## config.mk

```make
export PLATFORM = sky130hd
export DESIGN_NAME = alpha8_blend_rgb565_be
export DESIGN_NICKNAME = d
export VERILOG_FILES = /design/src/design/a8b_pkg.sv /design/src/design/a8b_cfg.sv /design/src/design/a8b_alpha.sv /design/src/design/a8b_mix.sv /design/src/design/alpha8_blend_rgb565_be.sv
export SDC_FILE = /design/constraint.sdc
export NUM_CORES = 2
export LEC_CHECK = 0
export CAP_MARGIN = 40
export CORE_UTILIZATION = 41
export DETAILED_ROUTE_END_ITERATION = 12
export DONT_BUFFER_PORTS = 1
export HOLD_SLACK_MARGIN = 0.1
export PLACE_DENSITY_LB_ADDON = 0.08
export REMOVE_ABC_BUFFERS = 1
export SLEW_MARGIN = 10
export SYNTH_ARGS = -nofsm -noshare
export SYNTH_HDL_FRONTEND = slang
export SYNTH_SLANG_ARGS = --single-unit
export TNS_END_PERCENT = 5
```

## constraint.sdc

```tcl
create_clock -name clk -period 9.2 [get_ports clk]
set_input_delay 0.92 -clock clk [delete_from_list [all_inputs] [get_ports clk]]
set_output_delay 0.92 -clock clk [all_outputs]
set_load 0.1 [all_outputs]
```

## src/design/a8b_pkg.sv

```systemverilog
// Package for the alpha8_blend_rgb565_be block: widths, codes, shared types.
// No dependencies.
`timescale 1ns / 1ps

package a8b_pkg;

    localparam int COV_W    = 8;
    localparam int PIX_W    = 16;
    localparam int RB_W     = 5;
    localparam int G_W      = 6;
    localparam int SCALE_W  = 17;
    localparam int PROD_W   = 24;
    localparam int RECIP_W  = 25;
    localparam int MUL_W    = PROD_W + RECIP_W;
    localparam int CFG_IDX_W = 3;
    localparam int LATENCY  = 5;

    localparam logic [SCALE_W-1:0] FULL_ALPHA = 17'h10000;
    // floor(2^32 / 255)
    localparam logic [RECIP_W-1:0] RECIP_255 = 25'h1010101;

    localparam logic [CFG_IDX_W-1:0] REG_TINT_RED   = 3'd0;
    localparam logic [CFG_IDX_W-1:0] REG_TINT_GREEN = 3'd1;
    localparam logic [CFG_IDX_W-1:0] REG_TINT_BLUE  = 3'd2;
    localparam logic [CFG_IDX_W-1:0] REG_ALPHA_SCALE = 3'd3;

    typedef struct packed {
        logic [RB_W-1:0]    tint_red;
        logic [G_W-1:0]     tint_green;
        logic [RB_W-1:0]    tint_blue;
        logic [SCALE_W-1:0] scale;
    } cfg_t;

    typedef struct packed {
        logic [RB_W-1:0] hi;
        logic [G_W-1:0]  mid;
        logic [RB_W-1:0] lo;
    } pix_t;

endpackage

```

## src/design/a8b_cfg.sv

```systemverilog
// Configuration register file: tint channels and saturated alpha scale.
// Depends on a8b_pkg.
`timescale 1ns / 1ps

module a8b_cfg
(
    input  logic                          clk,
    input  logic                          rst_n,
    input  logic                          cfg_valid,
    input  logic [a8b_pkg::CFG_IDX_W-1:0] cfg_index,
    input  logic [a8b_pkg::SCALE_W-1:0]   cfg_data,
    output a8b_pkg::cfg_t                 cfg
);

    a8b_pkg::cfg_t cfg_reg;
    a8b_pkg::cfg_t cfg_next;

    always_comb
    begin
        cfg_next = cfg_reg;
        if (cfg_valid)
        begin
            case (cfg_index)
                a8b_pkg::REG_TINT_RED:
                    cfg_next.tint_red = cfg_data[a8b_pkg::RB_W-1:0];
                a8b_pkg::REG_TINT_GREEN:
                    cfg_next.tint_green = cfg_data[a8b_pkg::G_W-1:0];
                a8b_pkg::REG_TINT_BLUE:
                    cfg_next.tint_blue = cfg_data[a8b_pkg::RB_W-1:0];
                a8b_pkg::REG_ALPHA_SCALE:
                    // saturate at full alpha on write
                    cfg_next.scale = (cfg_data > a8b_pkg::FULL_ALPHA) ?
                                     a8b_pkg::FULL_ALPHA : cfg_data;
                default:
                    cfg_next = cfg_reg;
            endcase
        end
    end

    always_ff @(posedge clk or negedge rst_n)
    begin
        if (!rst_n)
        begin
            cfg_reg.tint_red   <= 5'd31;
            cfg_reg.tint_green <= 6'd63;
            cfg_reg.tint_blue  <= 5'd31;
            cfg_reg.scale      <= a8b_pkg::FULL_ALPHA;
        end
        else
        begin
            cfg_reg <= cfg_next;
        end
    end

    assign cfg = cfg_reg;

endmodule

```

## src/design/a8b_alpha.sv

```systemverilog
// Alpha stages: coverage * scale, divide by 255 via reciprocal and correction.
// Pixel unpack rides along. Depends on a8b_pkg.
`timescale 1ns / 1ps

module a8b_alpha
(
    input  logic                          clk,
    input  logic                          rst_n,
    input  logic                          in_valid,
    input  logic [a8b_pkg::COV_W-1:0]     coverage,
    input  logic [a8b_pkg::PIX_W-1:0]     dest_pixel,
    input  logic [a8b_pkg::SCALE_W-1:0]   scale,
    output logic                          out_valid,
    output logic [a8b_pkg::SCALE_W-1:0]   alpha,
    output a8b_pkg::pix_t                 pix
);

    localparam int PW = a8b_pkg::PROD_W;
    localparam int MW = a8b_pkg::MUL_W;
    localparam int SW = a8b_pkg::SCALE_W;

    logic v1_reg, v2_reg, v3_reg;
    logic [PW-1:0] x1_reg, x2_reg;
    logic [MW-1:0] m2_reg;
    logic [SW-1:0] alpha3_reg;
    a8b_pkg::pix_t pix1_reg, pix2_reg, pix3_reg;

    logic [PW:0]   prod;
    logic [PW-1:0] x1_next;
    logic [MW-1:0] m2_next;
    logic [SW-1:0] q_est;
    logic [PW:0]   q_x255;
    logic [PW:0]   rem;
    logic [SW-1:0] alpha3_next;
    logic [a8b_pkg::PIX_W-1:0] swapped;
    a8b_pkg::pix_t pix1_next;

    always_comb
    begin
        prod    = {{(PW+1-a8b_pkg::COV_W){1'b0}}, coverage} * {{(PW+1-SW){1'b0}}, scale};
        x1_next = prod[PW-1:0];
        swapped = {dest_pixel[7:0], dest_pixel[15:8]};
        pix1_next.lo  = swapped[4:0];
        pix1_next.mid = swapped[10:5];
        pix1_next.hi  = swapped[15:11];
        m2_next = {{(MW-PW){1'b0}}, x1_reg} *
                  {{(MW-a8b_pkg::RECIP_W){1'b0}}, a8b_pkg::RECIP_255};
        // estimate is exact or one low
        q_est  = m2_reg[MW-1:32];
        q_x255 = {q_est, 8'd0} - {{(PW+1-SW){1'b0}}, q_est};
        rem    = {1'b0, x2_reg} - q_x255;
        alpha3_next = (rem >= (PW+1)'(255)) ? q_est + 1'b1 : q_est;
    end

    always_ff @(posedge clk or negedge rst_n)
    begin
        if (!rst_n)
        begin
            v1_reg <= 1'b0;
            v2_reg <= 1'b0;
            v3_reg <= 1'b0;
        end
        else
        begin
            v1_reg <= in_valid;
            v2_reg <= v1_reg;
            v3_reg <= v2_reg;
        end
    end

    always_ff @(posedge clk)
    begin
        x1_reg     <= x1_next;
        pix1_reg   <= pix1_next;
        m2_reg     <= m2_next;
        x2_reg     <= x1_reg;
        pix2_reg   <= pix1_reg;
        alpha3_reg <= alpha3_next;
        pix3_reg   <= pix2_reg;
    end

    assign out_valid = v3_reg;
    assign alpha     = alpha3_reg;
    assign pix       = pix3_reg;

endmodule

```

## src/design/a8b_mix.sv

```systemverilog
// Mix stages: per-channel weighted products, then sum, shift, repack, byte swap.
// Depends on a8b_pkg.
`timescale 1ns / 1ps

module a8b_mix
(
    input  logic                          clk,
    input  logic                          rst_n,
    input  logic                          in_valid,
    input  logic [a8b_pkg::SCALE_W-1:0]   alpha,
    input  a8b_pkg::pix_t                 pix,
    input  a8b_pkg::cfg_t                 cfg,
    output logic                          out_valid,
    output logic [a8b_pkg::PIX_W-1:0]     blended_pixel
);

    localparam int SW = a8b_pkg::SCALE_W;
    localparam int RW = a8b_pkg::RB_W;
    localparam int GW = a8b_pkg::G_W;
    localparam int PRW = SW + GW;

    logic v4_reg, v5_reg;
    logic [PRW-1:0] br_reg, tr_reg, bg_reg, tg_reg, bb_reg, tb_reg;
    logic [a8b_pkg::PIX_W-1:0] out_reg;

    logic [SW:0]    inv_wide;
    logic [SW-1:0]  inv;
    logic [PRW:0]   sum_r, sum_g, sum_b;
    logic [a8b_pkg::PIX_W-1:0] packed_px;

    always_comb
    begin
        inv_wide = {1'b0, a8b_pkg::FULL_ALPHA} + {1'b0, a8b_pkg::FULL_ALPHA}
                 - {1'b0, a8b_pkg::FULL_ALPHA} - {1'b0, alpha};
        inv      = inv_wide[SW-1:0];
        sum_r = {1'b0, br_reg} + {1'b0, tr_reg};
        sum_g = {1'b0, bg_reg} + {1'b0, tg_reg};
        sum_b = {1'b0, bb_reg} + {1'b0, tb_reg};
        packed_px = {sum_b[16 +: RW], sum_g[16 +: GW], sum_r[16 +: RW]};
    end

    always_ff @(posedge clk or negedge rst_n)
    begin
        if (!rst_n)
        begin
            v4_reg <= 1'b0;
            v5_reg <= 1'b0;
        end
        else
        begin
            v4_reg <= in_valid;
            v5_reg <= v4_reg;
        end
    end

    always_ff @(posedge clk)
    begin
        br_reg  <= {{(PRW-RW){1'b0}}, pix.lo}  * {{(PRW-SW){1'b0}}, inv};
        tr_reg  <= {{(PRW-RW){1'b0}}, cfg.tint_red}   * {{(PRW-SW){1'b0}}, alpha};
        bg_reg  <= {{(PRW-GW){1'b0}}, pix.mid} * {{(PRW-SW){1'b0}}, inv};
        tg_reg  <= {{(PRW-GW){1'b0}}, cfg.tint_green} * {{(PRW-SW){1'b0}}, alpha};
        bb_reg  <= {{(PRW-RW){1'b0}}, pix.hi}  * {{(PRW-SW){1'b0}}, inv};
        tb_reg  <= {{(PRW-RW){1'b0}}, cfg.tint_blue}  * {{(PRW-SW){1'b0}}, alpha};
        out_reg <= {packed_px[7:0], packed_px[15:8]};
    end

    assign out_valid     = v5_reg;
    assign blended_pixel = out_reg;

endmodule

```

## src/design/alpha8_blend_rgb565_be.sv

```systemverilog
// Top level of the alpha8_blend_rgb565_be block: config registers and pipeline.
// Depends on a8b_pkg, a8b_cfg, a8b_alpha, a8b_mix.
//
// Usage:
//   Items: drive coverage and dest_pixel (byte-swapped RGB565) with start
//   high; an item is taken at each edge where start is high and busy low.
//   busy never rises, so one item can be taken every cycle.
//   Results: blended_pixel is valid for one cycle while done is high;
//   results leave in item order. The pipeline has five register stages:
//   product, reciprocal multiply, divide-by-255 correction, channel
//   multiplies, sum and repack.
//   Throughput: one item per cycle.
//   Config: cfg_valid with cfg_index/cfg_data writes a register at the
//   edge where cfg_ready is high (always); indexes above 3 are ignored.
//   alpha_scale values above 65536 are stored as 65536. Write config only
//   while no item is in flight.
//   Reset: rst_n low clears the pipeline (items in flight are dropped) and
//   loads white tint at full scale.
//   The receiver cannot stall; done is not held off.
`timescale 1ns / 1ps

module alpha8_blend_rgb565_be
(
    input  logic                          clk,
    input  logic                          rst_n,
    input  logic                          start,
    output logic                          busy,
    input  logic [a8b_pkg::COV_W-1:0]     coverage,
    input  logic [a8b_pkg::PIX_W-1:0]     dest_pixel,
    output logic                          done,
    output logic [a8b_pkg::PIX_W-1:0]     blended_pixel,
    input  logic                          cfg_valid,
    output logic                          cfg_ready,
    input  logic [a8b_pkg::CFG_IDX_W-1:0] cfg_index,
    input  logic [a8b_pkg::SCALE_W-1:0]   cfg_data
);

    a8b_pkg::cfg_t cfg;
    a8b_pkg::pix_t pix;
    logic [a8b_pkg::SCALE_W-1:0] alpha;
    logic alpha_valid;

    assign busy      = 1'b0;
    assign cfg_ready = 1'b1;

    a8b_cfg u_cfg
    (
        .clk       (clk),
        .rst_n     (rst_n),
        .cfg_valid (cfg_valid && cfg_ready),
        .cfg_index (cfg_index),
        .cfg_data  (cfg_data),
        .cfg       (cfg)
    );

    a8b_alpha u_alpha
    (
        .clk        (clk),
        .rst_n      (rst_n),
        .in_valid   (start && !busy),
        .coverage   (coverage),
        .dest_pixel (dest_pixel),
        .scale      (cfg.scale),
        .out_valid  (alpha_valid),
        .alpha      (alpha),
        .pix        (pix)
    );

    a8b_mix u_mix
    (
        .clk           (clk),
        .rst_n         (rst_n),
        .in_valid      (alpha_valid),
        .alpha         (alpha),
        .pix           (pix),
        .cfg           (cfg),
        .out_valid     (done),
        .blended_pixel (blended_pixel)
    );

endmodule

```

==> summary.md <==
| Metric | Value |
|---|---|
| Die Area | `81700 µm²` |
| Least-Margin Pin Slew | `~0.84 ns` |
| Type of the worst min-delay path | `in -> async` |
| HPWL after detailed placement | `between 60 and 70 mm` |
| Ys flop type | `dfxtp_1` |
| Worst R2R Setup Slack | `3.20 ns` |
| Synth area leader | `fa_1` |
| CP Cell Sequence | `inv_1, ha_1, nand2_1, xor2_2, and2_1, fa_1, inv_1, fa_1, fa_1, inv_1, ha_1, a21o_1, a21oi_1, nor2b_1, o21a_1, o41ai_1, o211a_1, nor3_1, nor2_1, a21oi_1, xnor2_1` |
| Global-route wire length before repair | `around 130 mm` |
| Syn Area/Cell | `just over 9 µm²` |
| Synth area leaders | `fa_1 (24%), dfxtp_1 (17%), ha_1 (16%)` |
| Final Wtd Congestion | `~0.83` |
| Number of synthesized register bits | `roughly 310` |
| Synth-to-layout area growth | `8.36%` |
| Seq/Total Area, Yosys | `~20%` |
| Reg-to-reg endpoint | `u_mix.bg_reg[21]` |
| Total GRT Usage | `around a fifth` |
| Buffers on Ports | `0` |
| Total routed wirelength | `just under 80 mm` |
| Warnings from Yosys | `0` |
| Highest cell delay on the worst timing path | `about 0.7 ns` |
| First-pass DRT Iterations | `4` |
| DR iter-0 viols | `between 1000 and 1500` |
| Post-synth ARST share | `12.2%` |
| Crit Path Max Fanout | `18` |
| Routed Antenna Nets | `0` |
| Total grt overflow | `0` |
| Final hold vios | `0` |
| Syn Inst Count | `roughly 3600` |
| Number of synthesized flops with an enable pin | `0` |
| Core area | `between 70000 and 80000 µm²` |
| Crit end category | `flop` |
| IO Pins | `67` |
| CTS tree | `done` |
| Most frequent cells in the layout | `inv_1 (542), ha_1 (425), and2_1 (412)` |
| Crit start category | `flop` |
| Clk Tree Root Cell | `clkbuf_16` |
| Synthesized area | `33000 µm²` |
| Vias in the first global route | `roughly 25000` |
| Initial antenna violation count | `3` |
| Initial Util | `41.6%` |
| Placed inst area | `between 30000 and 40000 µm²` |
| Die W | `between 200 and 300 µm` |
| WS Path Type | `reg -> reg` |
| Post-synth top area share | `about a quarter` |
| CP arrival | `6.50 ns` |
| Setup violators final | `0` |
| Cts bufs inserted | `40` |
| Max cap viols | `0` |
| Clk slew on worst S/H paths | `0.07 ns` |
| CTS H-tree lvls | `2` |
| CP Launch Point | `u_alpha.alpha[1]` |
| Largest net degree at the start of global routing | `35` |
| Post-cts resize count | `0` |
| RSZ-0062 raised after global routing | `no` |
| Final Critical Period | `6.00 ns` |
| Drt drc | `0` |
| Vias per cell | `5.10` |
| Most common cell after layout, fill and taps aside | `inv_1` |
| Rows | `around 100` |
| Die height | `~290 µm` |
| Fin area | `35800 µm²` |
| RR Startpoint | `u_alpha.alpha[1]` |
| Layout cells sized above 1 | `roughly 5%` |
| Slowest CP cell | `o41ai_1` |
| Slew Limit Fails | `0` |
| Number of flip-flops in the largest register | `33` |
| R2R cell count | `21` |
| Status | `complete, no violations` |
| Worst path bufs/invs | `3` |
| Layout Nets | `about 4500` |
| Routed WL per cell | `roughly 17 µm` |
| Yosys cell types | `74` |
| Crit path max-delay family | `adder cells` |
| Period Utilization, post-route | `around 65%` |
| Sink Count | `between 300 and 400` |
| Worst EP required | `9.69 ns` |
| Setup TNS | `0 ns` |
| Max_slew headroom | `43.2%` |
| Clk buf depth | `3` |
| Finished Core Util | `~45%` |
| Vias | `about 24000` |
| Max Freq | `0.167 GHz` |
| Later-pin clock latency in the skew report | `approximately 0.58 ns` |
| Clock Skew | `approximately 0.038 ns` |
| Antenna cell count | `0` |
==> layout make-up <==
type / instances / area (µm²)
inverters: 542 / 2030
repair buffers: 54 / 559
well taps: 1050 / 1310
multi-input cells: 2631 / 24100
clock buffers: 52 / 1120
clock inverters: 19 / 194
fillers: 7751 / 43600
flip-flops and latches: 312 / 6460
==> logic make-up (layout without fill, tap and decap cells) <==
kind of cell | Yosys count | count (layout) | share of synthesized area [%]
AOI/OAI and AO/OA | 400 | 400 | 8.17
xor gates and xnor gates | 182 | 182 | 4.83
adders and majority gates | 828 | 828 | 40.5
buffers and inverters | 662 | 667 | 7.57
DFF | 312 | 312 | 19.5
muxes | 21 | 21 | 0.708
other | 2 | 2 | 0.0227
and+or+nand+nor | 1198 | 1198 | 18.6
==> stage by stage <==
stage          std cells  hold slack [ns]  setup WS (ns)
3_3_place_gp        4568            0.312           2.93
6_report            4660            0.188           3.20
4_1_cts             4659            0.145           3.17
2_1_floorplan       3485            0.310           3.85
3_5_place_dp        4587            0.312           3.18
5_1_grt             4660            0.152           2.73
==> worst max-delay path by stage <==
stage | end | slack [ns] | cells past startpoint
after CTS | u_mix.bg_reg[21] | 3.17 | 21
after floorplan | u_mix.br_reg[18] | 3.85 | 18
after global routing | u_mix.bg_reg[20] | 2.73 | 20
after global placement | u_mix.bg_reg[19] | 2.93 | 20
after detailed placement | u_mix.bg_reg[19] | 3.18 | 20
final | u_mix.bg_reg[21] | 3.20 | 21
==> timing repair <==
action / in CTS / in global routing
buffers inserted: 0 / 0
hold endpoints to repair: 21 / 0
endpoints found under the setup margin: 0 / 0
hold buffers: 1 / 0
==> worst register-to-register path, cell delays in order (launching register included) <==
cell	delay, ns
dfxtp_1	0.64
inv_1	0.13
ha_1	0.24
nand2_1	0.11
xor2_2	0.67
and2_1	0.26
fa_1	0.42
inv_1	0.09
fa_1	0.40
fa_1	0.49
inv_1	0.05
ha_1	0.32
a21o_1	0.18
a21oi_1	0.22
nor2b_1	0.07
o21a_1	0.18
o41ai_1	0.69
o211a_1	0.31
nor3_1	0.10
nor2_1	0.12
a21oi_1	0.08
xnor2_1	0.18
==> routing by layer <==
| layer | wire length, µm | up-vias | part of all wire, % | global-route usage (%) |
|---|---|---|---|---|
| met5 | 36 | - | 0.046 | 0 |
| met4 | 1980 | 6 | 2.5 | 5.51 |
| met3 | 2780 | 101 | 3.5 | 2.73 |
| met2 | 38300 | 382 | 49 | 34.5 |
| met1 | 35700 | 11700 | 45 | 25.3 |
| li1 | - | 11500 | - | - |
==> synthesized netlist by cell type, types with 12 or more instances <==
master / instances
o21a_1: 28
inv_1: 542
xor2_1: 31
nor2b_1: 26
and3_1: 22
mux2_2: 18
o21bai_1: 15
xnor2_1: 151
a211oi_1: 12
or3_1: 21
a2111oi_0: 12
nand3_1: 53
nor2_1: 154
fa_1: 403
nand2b_1: 13
o21ai_0: 76
ha_1: 425
clkbuf_1: 105
nand4_1: 15
dfrtp_1: 21
a21oi_1: 102
dfstp_2: 17
and2_1: 412
o41ai_1: 13
nand2_1: 339
nor4_1: 28
nor3_1: 84
dfxtp_1: 274
a22o_1: 16
a21o_1: 38
Power is not shown: default switching activity piles up to over one toggle a cycle in this logic, so the estimate is an artifact.
